### config.mk
export PLATFORM = sky130hd
export DESIGN_NAME = random_run_bitmap_allocator
export DESIGN_NICKNAME = d
export VERILOG_FILES = /design/src/rtl/rrba_pkg.sv /design/src/rtl/rrba_modulo_unit.sv /design/src/rtl/random_run_bitmap_allocator.sv
export SDC_FILE = /design/constraint.sdc
export NUM_CORES = 2
export LEC_CHECK = 0
export BUFFER_PORTS_ARGS = -buffer_cell sky130_fd_sc_hd__buf_4
export CORE_MARGIN = 10
export CORE_UTILIZATION = 55
export DETAILED_ROUTE_END_ITERATION = 10
export GPL_TIMING_DRIVEN = 0
export HOLD_SLACK_MARGIN = 0.06
export PLACE_DENSITY = 0.72
export SYNTH_ARGS = -nofsm -noshare
export SYNTH_HDL_FRONTEND = slang
export SYNTH_SLANG_ARGS = --single-unit
### constraint.sdc
create_clock -name clock -period 8.55 [get_ports clock]
set_clock_uncertainty 0.15 [all_clocks]
set_input_delay 0.855 -clock clock [delete_from_list [all_inputs] [get_ports clock]]
set_output_delay 0.855 -clock clock [all_outputs]
set_load 0.02 [all_outputs]
### src/rtl/rrba_pkg.sv
// Package for the random run bitmap allocator.
// Holds the request/response item structs, status and action codes, and the
// divider request struct. No dependencies.
package rrba_pkg;

   // Field widths fixed by the item formats
   localparam int ADDR_W      = 64;
   localparam int BYTES_W     = 48;
   localparam int ALIGN_W     = 6;
   localparam int RAND_W      = 32;
   localparam int RUN_START_W = 8;
   localparam int STATUS_W    = 2;
   localparam int CFG_W       = 9;

   // Reset value of the minimum free run count register
   localparam logic [CFG_W-1:0] MIN_FREE_RUNS_RESET = 9'd100;

   // Smallest legal alignment shift for a place item
   localparam logic [ALIGN_W-1:0] MIN_ALIGN_SHIFT = 6'd21;

   // Action codes
   localparam logic ACTION_RESERVE = 1'b0;
   localparam logic ACTION_PLACE   = 1'b1;

   // Status codes
   localparam logic [STATUS_W-1:0] STATUS_OK  = 2'd0;
   localparam logic [STATUS_W-1:0] STATUS_FEW = 2'd1;
   localparam logic [STATUS_W-1:0] STATUS_BAD = 2'd2;

   typedef struct packed {
      logic                   action;
      logic [ADDR_W-1:0]      base_address;
      logic [BYTES_W-1:0]     byte_count;
      logic [ALIGN_W-1:0]     align_shift;
      logic [RAND_W-1:0]      random_for_run;
      logic [RAND_W-1:0]      random_for_offset;
   } req_type;

   typedef struct packed {
      logic [ADDR_W-1:0]      placed_address;
      logic [RUN_START_W-1:0] run_start;
      logic [STATUS_W-1:0]    status;
   } rsp_type;

   // Start command and dividend for the shared modulo unit
   typedef struct packed {
      logic              start;
      logic [RAND_W-1:0] dividend;
   } div_req_type;

endpackage

### src/rtl/rrba_modulo_unit.sv
// Iterative restoring modulo unit: remainder of a 32-bit word by a narrow divisor.
// One quotient bit per cycle. Depends on rrba_pkg.
module rrba_modulo_unit #(
   parameter int DIV_W = 19
) (
   input  logic                 clock,
   input  logic                 reset,
   input  rrba_pkg::div_req_type div_req,
   input  logic [DIV_W-1:0]     divisor,
   output logic                 done,
   output logic [DIV_W-1:0]     remainder
);

   localparam int RW    = rrba_pkg::RAND_W;
   localparam int CNT_W = $clog2(RW + 1);

   typedef enum logic {
      DIV_IDLE,
      DIV_RUN
   } div_state_type;

   div_state_type     state_ff;
   logic [RW-1:0]     dividend_ff;
   logic [DIV_W-1:0]  divisor_ff;
   logic [DIV_W-1:0]  rem_ff;
   logic [CNT_W-1:0]  count_ff;
   logic              done_ff;

   logic [DIV_W:0]    rem_shift;
   logic [DIV_W:0]    rem_diff;
   logic [DIV_W-1:0]  rem_in;

   // Shift in the next dividend bit and subtract when it fits
   always_comb begin
      rem_shift = {rem_ff, dividend_ff[RW-1]};
      rem_diff  = rem_shift - {1'b0, divisor_ff};
      if (rem_diff[DIV_W]) begin
         rem_in = rem_shift[DIV_W-1:0];
      end else begin
         rem_in = rem_diff[DIV_W-1:0];
      end
   end

   // Sequence the bit steps
   always_ff @(posedge clock) begin
      if (reset) begin
         state_ff    <= DIV_IDLE;
         done_ff     <= 1'b0;
         count_ff    <= '0;
         rem_ff      <= '0;
         dividend_ff <= '0;
         divisor_ff  <= '0;
      end else begin
         done_ff <= 1'b0;
         unique case (state_ff)
            DIV_IDLE: begin
               if (div_req.start) begin
                  dividend_ff <= div_req.dividend;
                  divisor_ff  <= divisor;
                  rem_ff      <= '0;
                  count_ff    <= CNT_W'(RW);
                  state_ff    <= DIV_RUN;
               end
            end
            DIV_RUN: begin
               dividend_ff <= {dividend_ff[RW-2:0], 1'b0};
               rem_ff      <= rem_in;
               count_ff    <= count_ff - CNT_W'(1);
               if (count_ff == CNT_W'(1)) begin
                  done_ff  <= 1'b1;
                  state_ff <= DIV_IDLE;
               end
            end
            default: begin
               state_ff <= DIV_IDLE;
            end
         endcase
      end
   end

   assign done      = done_ff;
   assign remainder = rem_ff;

endmodule

### src/rtl/random_run_bitmap_allocator.sv
// Top level of the random run bitmap allocator: slot bitmap, sequencer and
// address math. Depends on rrba_pkg and rrba_modulo_unit.
//
//  channel   ports                                   handshake
//  request   start, busy, req_item                   taken when start & !busy
//  response  rsp_strobe, rsp_item                    one-cycle strobe, no stall
//  config    csr_write_enable, csr_write_data        written on enable
//
// A valid reserve item passes CHECK and RES_RANGE, then marks one slot a cycle.
// A place item of n slots walks the bitmap one slot a cycle twice (a full
// count pass, then a pick pass that stops at the chosen run), runs the
// shared modulo unit twice and marks one slot a cycle.
// Bad items go from the checks straight to RESPOND; items short of free
// runs answer after the count pass. The strobe follows the busy cycles.
// Reset clears the bitmap at once; no clearing pass. busy stays high from
// acceptance until the response strobe; the response side cannot stall.
module random_run_bitmap_allocator #(
   parameter int SLOT_COUNT = 256,
   parameter int SLOT_SHIFT = 39
) (
   input  logic                               clock,
   input  logic                               reset,
   input  logic                               start,
   output logic                               busy,
   input  rrba_pkg::req_type                  req_item,
   output logic                               rsp_strobe,
   output rrba_pkg::rsp_type                  rsp_item,
   input  logic                               csr_write_enable,
   input  logic [rrba_pkg::CFG_W-1:0]         csr_write_data
);

   localparam int AW      = rrba_pkg::ADDR_W;
   localparam int BW      = rrba_pkg::BYTES_W;
   localparam int CW      = rrba_pkg::CFG_W;
   localparam int START_W = rrba_pkg::RUN_START_W;
   localparam int SLOT_W  = $clog2(SLOT_COUNT);
   localparam int RUN_W   = $clog2(SLOT_COUNT + 1);
   localparam int OFS_W   = SLOT_SHIFT - 20;
   localparam int DIV_W   = (OFS_W > RUN_W) ? OFS_W : RUN_W;
   localparam int HI_W    = AW - SLOT_SHIFT;
   localparam int HI1_W   = HI_W + 1;

   localparam logic [AW-1:0] AREA_BASE = AW'(0) - (AW'(SLOT_COUNT) << SLOT_SHIFT);
   localparam logic [AW-1:0] SLOT_MASK = (AW'(1) << SLOT_SHIFT) - AW'(1);
   localparam logic [HI_W-1:0] AREA_HI = AREA_BASE[AW-1:SLOT_SHIFT];

   typedef enum logic [3:0] {
      IDLE,
      CHECK,
      RES_RANGE,
      PLACE_CHECK,
      SCAN_COUNT,
      RUN_CHECK,
      RUN_DIV,
      SCAN_PICK,
      OFS_DIFF,
      OFS_CALC,
      OFS_DIV,
      ADDR_CALC,
      MARK,
      RESPOND
   } state_type;

   state_type                       state_ff;
   rrba_pkg::req_type               req_ff;
   logic [CW-1:0]                   min_free_runs_ff;
   logic [SLOT_COUNT-1:0]           slot_taken_ff;
   logic [AW:0]                     sum_ff;
   logic [RUN_W-1:0]                n_ff;
   logic [SLOT_W-1:0]               i_ff;
   logic [RUN_W-1:0]                free_len_ff;
   logic [RUN_W-1:0]                runs_ff;
   logic [RUN_W-1:0]                pick_ff;
   logic [SLOT_W-1:0]               start_ff;
   logic [SLOT_W-1:0]               last_ff;
   logic [SLOT_SHIFT-1:0]           diff_ff;
   logic [OFS_W-1:0]                idx_ff;
   logic [AW-1:0]                   placed_addr_ff;
   logic [rrba_pkg::STATUS_W-1:0]   status_ff;
   logic                            rsp_strobe_ff;
   rrba_pkg::rsp_type               rsp_item_ff;

   logic [AW:0]                     sum_in;
   logic                            count_zero;
   logic [HI_W-1:0]                 base_hi;
   logic                            res_bad;
   logic [HI1_W-1:0]                last_wide;
   logic [SLOT_W-1:0]               first_slot;
   logic [SLOT_W-1:0]               last_slot;
   logic                            place_bad;
   logic                            taken_bit;
   logic [RUN_W-1:0]                free_len_in;
   logic                            run_hit;
   logic                            scan_end;
   logic                            too_few;
   logic [SLOT_W-1:0]               start_in;
   logic [BW-1:0]                   diff_in;
   logic [SLOT_SHIFT-1:0]           diff_shifted;
   logic [OFS_W-1:0]                offsets_in;
   logic [AW-1:0]                   addr_in;
   rrba_pkg::div_req_type           div_req;
   logic [DIV_W-1:0]                div_divisor;
   logic                            div_done;
   logic [DIV_W-1:0]                div_rem;

   // Shared modulo unit for the run pick and the offset pick
   rrba_modulo_unit #(
      .DIV_W (DIV_W)
   ) u_modulo (
      .clock     (clock),
      .reset     (reset),
      .div_req   (div_req),
      .divisor   (div_divisor),
      .done      (div_done),
      .remainder (div_rem)
   );

   // Front checks: one add feeds either the range end or the slot round-up
   always_comb begin
      if (req_ff.action == rrba_pkg::ACTION_PLACE) begin
         sum_in = {1'b0, SLOT_MASK} + (AW + 1)'(req_ff.byte_count);
      end else begin
         sum_in = {1'b0, req_ff.base_address} + (AW + 1)'(req_ff.byte_count);
      end
      count_zero = (req_ff.byte_count == '0);
      base_hi    = req_ff.base_address[AW-1:SLOT_SHIFT];
      res_bad    = count_zero || (base_hi < AREA_HI) || (sum_ff[AW] && (|sum_ff[AW-1:0]));
      last_wide  = sum_ff[AW:SLOT_SHIFT] - {1'b0, AREA_HI}
                   - HI1_W'(sum_ff[SLOT_SHIFT-1:0] == '0);
      first_slot = SLOT_W'(base_hi - AREA_HI);
      last_slot  = SLOT_W'(last_wide);
      place_bad  = count_zero
                   || (req_ff.align_shift < rrba_pkg::MIN_ALIGN_SHIFT)
                   || (req_ff.align_shift > rrba_pkg::ALIGN_W'(SLOT_SHIFT))
                   || (sum_ff[AW:SLOT_SHIFT] > HI1_W'(SLOT_COUNT));
   end

   // Free-run tracking over the slot walk: a run of n ends at slot i
   always_comb begin
      taken_bit = slot_taken_ff[i_ff];
      if (taken_bit) begin
         free_len_in = '0;
      end else begin
         free_len_in = free_len_ff + RUN_W'(1);
      end
      run_hit  = (free_len_in >= n_ff);
      scan_end = (i_ff == SLOT_W'(SLOT_COUNT - 1));
      too_few  = (runs_ff == '0) || (CW'(runs_ff) < min_free_runs_ff);
      start_in = SLOT_W'(RUN_W'(i_ff) + RUN_W'(1) - n_ff);
   end

   // Offset count and final address
   always_comb begin
      diff_in      = (BW'(n_ff) << SLOT_SHIFT) - req_ff.byte_count;
      diff_shifted = diff_ff >> req_ff.align_shift;
      offsets_in   = OFS_W'(diff_shifted) + OFS_W'(1);
      addr_in      = (AREA_BASE + (AW'(start_ff) << SLOT_SHIFT))
                     | (AW'(idx_ff) << req_ff.align_shift);
   end

   // Drive the modulo unit
   always_comb begin
      div_req.start = ((state_ff == RUN_CHECK) && !too_few) || (state_ff == OFS_CALC);
      if (state_ff == OFS_CALC) begin
         div_req.dividend = req_ff.random_for_offset;
         div_divisor      = DIV_W'(offsets_in);
      end else begin
         div_req.dividend = req_ff.random_for_run;
         div_divisor      = DIV_W'(runs_ff);
      end
   end

   // Configuration register
   always_ff @(posedge clock) begin
      if (reset) begin
         min_free_runs_ff <= rrba_pkg::MIN_FREE_RUNS_RESET;
      end else if (csr_write_enable) begin
         min_free_runs_ff <= csr_write_data;
      end
   end

   // Sequencer, bitmap and registered response
   always_ff @(posedge clock) begin
      if (reset) begin
         state_ff      <= IDLE;
         slot_taken_ff <= '0;
         rsp_strobe_ff <= 1'b0;
         i_ff          <= '0;
         free_len_ff   <= '0;
         runs_ff       <= '0;
         pick_ff       <= '0;
      end else begin
         rsp_strobe_ff <= 1'b0;
         unique case (state_ff)
            IDLE: begin
               if (start) begin
                  req_ff   <= req_item;
                  state_ff <= CHECK;
               end
            end
            CHECK: begin
               sum_ff <= sum_in;
               if (req_ff.action == rrba_pkg::ACTION_PLACE) begin
                  state_ff <= PLACE_CHECK;
               end else begin
                  state_ff <= RES_RANGE;
               end
            end
            RES_RANGE: begin
               placed_addr_ff <= '0;
               if (res_bad) begin
                  start_ff  <= '0;
                  status_ff <= rrba_pkg::STATUS_BAD;
                  state_ff  <= RESPOND;
               end else begin
                  start_ff  <= first_slot;
                  last_ff   <= last_slot;
                  i_ff      <= first_slot;
                  status_ff <= rrba_pkg::STATUS_OK;
                  state_ff  <= MARK;
               end
            end
            PLACE_CHECK: begin
               if (place_bad) begin
                  placed_addr_ff <= '0;
                  start_ff       <= '0;
                  status_ff      <= rrba_pkg::STATUS_BAD;
                  state_ff       <= RESPOND;
               end else begin
                  n_ff        <= RUN_W'(sum_ff[AW:SLOT_SHIFT]);
                  i_ff        <= '0;
                  free_len_ff <= '0;
                  runs_ff     <= '0;
                  state_ff    <= SCAN_COUNT;
               end
            end
            SCAN_COUNT: begin
               free_len_ff <= free_len_in;
               if (run_hit) begin
                  runs_ff <= runs_ff + RUN_W'(1);
               end
               if (scan_end) begin
                  state_ff <= RUN_CHECK;
               end else begin
                  i_ff <= i_ff + SLOT_W'(1);
               end
            end
            RUN_CHECK: begin
               if (too_few) begin
                  placed_addr_ff <= '0;
                  start_ff       <= '0;
                  status_ff      <= rrba_pkg::STATUS_FEW;
                  state_ff       <= RESPOND;
               end else begin
                  state_ff <= RUN_DIV;
               end
            end
            RUN_DIV: begin
               if (div_done) begin
                  pick_ff     <= RUN_W'(div_rem);
                  i_ff        <= '0;
                  free_len_ff <= '0;
                  state_ff    <= SCAN_PICK;
               end
            end
            SCAN_PICK: begin
               free_len_ff <= free_len_in;
               if (run_hit && (pick_ff == '0)) begin
                  start_ff <= start_in;
                  last_ff  <= i_ff;
                  state_ff <= OFS_DIFF;
               end else begin
                  if (run_hit) begin
                     pick_ff <= pick_ff - RUN_W'(1);
                  end
                  i_ff <= i_ff + SLOT_W'(1);
               end
            end
            OFS_DIFF: begin
               diff_ff  <= diff_in[SLOT_SHIFT-1:0];
               state_ff <= OFS_CALC;
            end
            OFS_CALC: begin
               state_ff <= OFS_DIV;
            end
            OFS_DIV: begin
               if (div_done) begin
                  idx_ff   <= OFS_W'(div_rem);
                  state_ff <= ADDR_CALC;
               end
            end
            ADDR_CALC: begin
               placed_addr_ff <= addr_in;
               status_ff      <= rrba_pkg::STATUS_OK;
               i_ff           <= start_ff;
               state_ff       <= MARK;
            end
            MARK: begin
               slot_taken_ff[i_ff] <= 1'b1;
               if (i_ff == last_ff) begin
                  state_ff <= RESPOND;
               end else begin
                  i_ff <= i_ff + SLOT_W'(1);
               end
            end
            RESPOND: begin
               rsp_strobe_ff              <= 1'b1;
               rsp_item_ff.placed_address <= placed_addr_ff;
               rsp_item_ff.run_start      <= START_W'(start_ff);
               rsp_item_ff.status         <= status_ff;
               state_ff                   <= IDLE;
            end
            default: begin
               state_ff <= IDLE;
            end
         endcase
      end
   end

   assign busy       = (state_ff != IDLE);
   assign rsp_strobe = rsp_strobe_ff;
   assign rsp_item   = rsp_item_ff;

endmodule

Word-level counts from Yosys, hierarchy flattened. Index checks and enable logic that the tools add are counted.

Shift-type cells: 2. Muxes and demuxes: 62. Bitwise gates (word level): 5. $mul: 0. Divide/modulo/power cells: 0. Add/sub/neg operators: 16. Reduce and logical (&&, ||, !) cells: 43. Equality and inequality tests: 32. Order comparisons: 8.

Operator list (count): $or 256x256->256 (1); $pmux 64 s4 (1); $mux 64 (2); $mux 8 (12); $add 64x48->65 (1); $mux 65 (1); $mux 32 (2); $or 64x64->64 (1); $pmux 32 s2 (1); $reduce_or 64->1 (1); $shl 19x6->64 (1); $mux 9 (7); $mux 19 (3); $pmux 8 s7 (1); $pmux 4 s13 (1); $add 39x48->49 const A (1); $add 48x48->49 const A (1); $logic_not 48->1 (1); $logic_not 39->1 (1); $shr 39x6->19 (1); $sub 1x39->39 const A (1); $pmux 19 s2 (1); $pmux 9 s2 (2); $mux 4 (8); 54 further kinds (115).

Output and inout port bits: 76. Bits in read-only memories: 0. Memories: 0. Bits in writable memories: 0. Logic and storage cells: 199. Register bits after elaboration: 854. Input bits: 196. Bits in latches: 0.

Logic depth before layout (Yosys ltp).
Word-level depth: 7. Mapped depth: 21. Depth with buffers taken out: 17.

Hierarchy. From an unflattened synthesis, not the netlist that was laid out.

Cells, all modules: 3960. Area total of the unflattened synthesis: 40806.6 sq um.

By module, submodules not included: random_run_bitmap_allocator (area each 36530.0 sq um, sequential area each 19288.5 sq um, instances 1, cells an instance 3420); rrba_modulo_unit (area each 4276.6 sq um, sequential area each 1561.5 sq um, instances 1, cells an instance 540).

Worst setup path after synthesis. OpenSTA, ideal clock, no wires.

Path kind: input to register. Start: input port reset. End: register sum_ff[0] (enable). Setup time: 0.648 ns. Stages on the path: 4. Path buffers: 3. Required time: 7.752 ns. Data arrival time: 7.647 ns. Setup slack: 0.104 ns. Path through: clkbuf_1 -> clkbuf_1 -> clkbuf_1 -> nor4_1.

Cells in the longest elaborated chain, start to end: 2.

Ends and longest elaborated chain: start, declared (RTL line random_run_bitmap_allocator.sv:22) `input logic reset,`; $not 1->1 (no source line); $reduce_and 2->1 (no source line); end signal, assigned (RTL line random_run_bitmap_allocator.sv:202) `sum_ff <= sum_in;`; end, declared (RTL line random_run_bitmap_allocator.sv:68) `logic [AW:0] sum_ff;`.

No other way between the ends. A chain may end at the register's enable or synchronous reset.

Worst setup path after layout.
Start: register i_ff[1]. End: register pick_ff[4].

Cells in the longest elaborated chain, start to end: 7. Elaborated cells on any way between the ends: 8. Classes of those cells: 1 x order compare; 2 x eq/ne; 3 x mux; 2 x reduce/logical.

Ends and longest elaborated chain: start, declared (RTL line random_run_bitmap_allocator.sv:70) `logic [SLOT_W-1:0] i_ff;`; start signal, assigned (RTL line random_run_bitmap_allocator.sv:218) `i_ff <= first_slot;`; start signal, assigned (RTL line random_run_bitmap_allocator.sv:245) `i_ff <= i_ff + SLOT_W'(1);`; start signal, assigned (RTL line random_run_bitmap_allocator.sv:276) `i_ff <= i_ff + SLOT_W'(1);`; $bmux 1 s8 (*) (RTL line random_run_bitmap_allocator.sv:140) `taken_bit = slot_taken_ff[i_ff];`; $mux 1 (not written as such) (*) (RTL line random_run_bitmap_allocator.sv:140); $mux 9 (*) (RTL line random_run_bitmap_allocator.sv:141) `if (taken_bit) begin`; $ge 9x9->1 (*) (RTL line random_run_bitmap_allocator.sv:146) `run_hit = (free_len_in >= n_ff);`; $logic_and 1x1->1 (RTL line random_run_bitmap_allocator.sv:268) `if (run_hit && (pick_ff == '0)) begin`; $ne 2x2->1 (no source line); $reduce_and 4->1 (no source line) (*); end signal, assigned (RTL line random_run_bitmap_allocator.sv:260) `pick_ff <= RUN_W'(div_rem);`; end signal, assigned (RTL line random_run_bitmap_allocator.sv:274) `pick_ff <= pick_ff - RUN_W'(1);`; end, declared (RTL line random_run_bitmap_allocator.sv:73) `logic [RUN_W-1:0] pick_ff;`.

Mark *: on every way between the ends. The rest lies on a longest branch, timed or not. The select of a mux whose other input is x is not followed.

==> results.cfg <==
[timing]
slew_headroom_pct = 21.2
setup_ws_ns = 1.84
final_max_slew_viol_count = 0
rsz0062_at_grt = false
fin_crit_ns = 6.71
worst_pin_slew_ns = 1.18
fin_tns_setup_ns = 0
hold_viol = 0
fin_crit_sh_pct = 78.5
setup_violations = 0
fmax_mhz = 149

[critical_path]
cp-startpoint = i_ff[1]
crit_path_cell_trace = clkbuf_1, clkbuf_1, mux4_2, mux4_2, a22oi_1, nand2_1, mux4_2, buf_2, or2_2, ha_1, nand2b_1, a21o_1, a21oi_1, o211ai_1, a2111oi_0, nor4_1, o21ai_1, nor2_1, a21oi_1, nor2_1
reg2regPathDepth = 20
slowest_delay_ns = 0.88
worstSetupEndpoint = pick_ff[4]
critPathSlowestCell = a2111oi_0
cp_common_cell = mux4_2
critPathRequiredTime_ns = 8.92
r2r_setup_slack_ns = 1.84
cp_max_fo = 10
cp-start-kind = register
regToRegStartpoint = i_ff[1]
critPathKind = register to register
worstSetupEndpointType = register
critPathArrivalTime_ns = 7.08
reg2reg_to = pick_ff[4]

[status]
status = finished, final reports clean

[floorplan]
die_h_um = 290
fp-row-count = 99
fp.dieW_um = 290
die_area_mm2 = 0.0843
ios = 272
start_util_pct = 55.2
coreArea_mm2 = 0.0727

[grt]
overflow = 0
grt_pass1_vias = 30400
grt_usage_pct = 26.0
grt_pass1_wl_um = 176000
antenna_found_initial = 3
grt_max_degree = 76

[clock_network]
clkSlewWorstSetupHoldPaths_ns = 0.07
postCtsHoldBufs = 0
insertion_delay_ns = 0.66
postCtsSetupBuffers = 0
cts_tree = done
htree_levels = 3
cts-root-buf = clkbuf_16
ctsResizeCount = 0
cts_buffer_depth = 3
cts_sinks = 822
numCtsBuffers = 87

[synth]
synth-seq-area-share_pct = 51.9
async_flop_share_pct = 0
synth.area.top_cells = edfxtp_1 (33%), dfxtp_1 (19%), mux4_2 (7.1%), a21oi_1 (5.8%), nor2_1 (5.2%)
synth_top_area_share_pct = 32.8
synth_area_per_cell_um2 = 10.5
yosys_warnings = 0
yosysUniqueCellTypes = 86
synthFlopType = edfxtp_1
syn_nets = 4149
syn-cell-area_mm2 = 0.0402
ys_ff_latch = 822
synth.largest_area_cell = edfxtp_1
syn_inst = 3839
synth_edf_count = 439
synthTopCellsByCount = nor2_1 (556), a21oi_1 (464), edfxtp_1 (439), dfxtp_1 (383), nand2_1 (340)
synth_most_common_cell = nor2_1

[placement]
port_buffers = 270
place_inst = 5090
gp_congestion = 0.984
dp_hpwl_um = 84400
place_ws_ns = 2.00

[finish]
stdcell_count = 5252
nets = 4530
nFillCells = 5906
area_delta_synth_final_pct = 15.9
drive_gt1_share_pct = 15.7

[route]
wl_per_cell_um = 21.7
drt_iter0_markers = 3133
drcViolationCount = 0
via_per_inst = 6.06
firstDrtPassIters = 6
vias = 31800
totalWireLength_um = 114000
ant_nets = 0

[hold_path]
holdCritStartpoint = req_item[70]
hold_path.class = input pin to register

[power_and_ir_drop]
p_leak_nw = 16.9
ir_worst_vdd_uv = 212
p_per_area_mw_per_mm2 = 248
finalPower_w = 0.0115

[flow_run]
max_cap_viol_count = 0
-- worst max-delay path, delay by kind of cell (launching register included) --
kind,cells,cell delay (ns)
buffers and inverters,3,1.20
muxes,3,1.43
and+or+nand+nor,6,0.96
AOI/OAI and AO/OA,7,2.20
DFF,1,0.36
adders and majority gates,1,0.26
-- metrics by stage --
step | util, % | area (um2) | hold WS, ns
floorplan | - | 40200 | 0.250
global placement | 59.7 | 43400 | 0.251
detailed placement | 60.1 | 43700 | 0.255
CTS | 64.0 | 46600 | 0.193
global route | 64.0 | 46600 | 0.206
finish | 64.0 | 46600 | 0.226
-- kinds of logic after synthesis --
kind of cell / count (synthesis) / synth area share (%)
AO/OA/AOI/OAI: 922 / 13.9
XOR/XNOR: 153 / 3.35
AND/OR/NAND/NOR: 1246 / 13.6
flip-flops: 822 / 51.9
buffers and inverters: 338 / 3.48
multiplexers: 244 / 10.1
adder cells (fa/ha/maj): 114 / 3.61
-- placed cells by master, fill, tap and decap left out, drive strengths merged, types with 24 or more instances in the layout --
cell type | Yosys | final
inv | 99 | 106
a211oi | 33 | 33
or3 | 26 | 26
clkinv | 0 | 30
mux2i | 74 | 74
nand2 | 344 | 344
xnor2 | 92 | 92
dfxtp | 383 | 383
clkbuf | 182 | 301
nand3 | 56 | 56
a21oi | 464 | 464
o22ai | 24 | 24
nor3 | 68 | 68
a311o | 32 | 32
nor4 | 37 | 37
buf | 57 | 349
o21ai | 144 | 144
xor2 | 61 | 61
nand2b | 35 | 35
edfxtp | 439 | 439
a21o | 39 | 39
mux4 | 126 | 126
mux2 | 44 | 44
nor2 | 558 | 558
ha | 111 | 111
-- per-layer routing --
layer	track usage [%]	vias to the layer above	routed length, um
met1	35.2	15400	48100
met4	9.16	0	3650
met5	0	-	0
li1	-	14800	-
met3	4.53	251	8960
met2	41.7	1345	53100
-- where the power goes --
part	switching (W)	internal (W)	leakage, nW
combinational	0.00185	0.00114	8.39
sequential	0.000222	0.00458	7.10
clock	0.00160	0.00214	1.42
-- registers in the layout, indices dropped and copies added, names as in the netlist, 25 cells and up --
register and cells:
base_hi 25, sum_ff 65, req_ff 158, placed_addr_ff 48, slot_taken_ff 256, rsp_item 58, diff_ff 39, u_modulo.dividend_ff 32
-- worst min path at each step --
stage	to	slack, ns	depth (start not counted)
after floorplan	rsp_item[0]	0.25	0
after global placement	rsp_item[55]	0.25	0
after detailed placement	rsp_item[21]	0.25	0
after CTS	req_ff[70]	0.19	1
after global routing	req_ff[119]	0.21	1
final	req_ff[70]	0.23	1
-- cell type report --
cell class | count | area (um2) | area share [%]
Tap cell | 959 | 1200 | 2.58
Multi-Input combinational cell | 2679 | 18000 | 38.6
Inverter | 99 | 372 | 0.798
Timing Repair Buffer | 292 | 2270 | 4.88
Antenna cell | 2 | 5.00 | 0.0107
Clock inverter | 41 | 427 | 0.916
Sequential cell | 822 | 20900 | 44.8
Buffer | 239 | 1030 | 2.20
Clock buffer | 119 | 2440 | 5.24
Note: power is estimated with default switching activity, not from simulation.
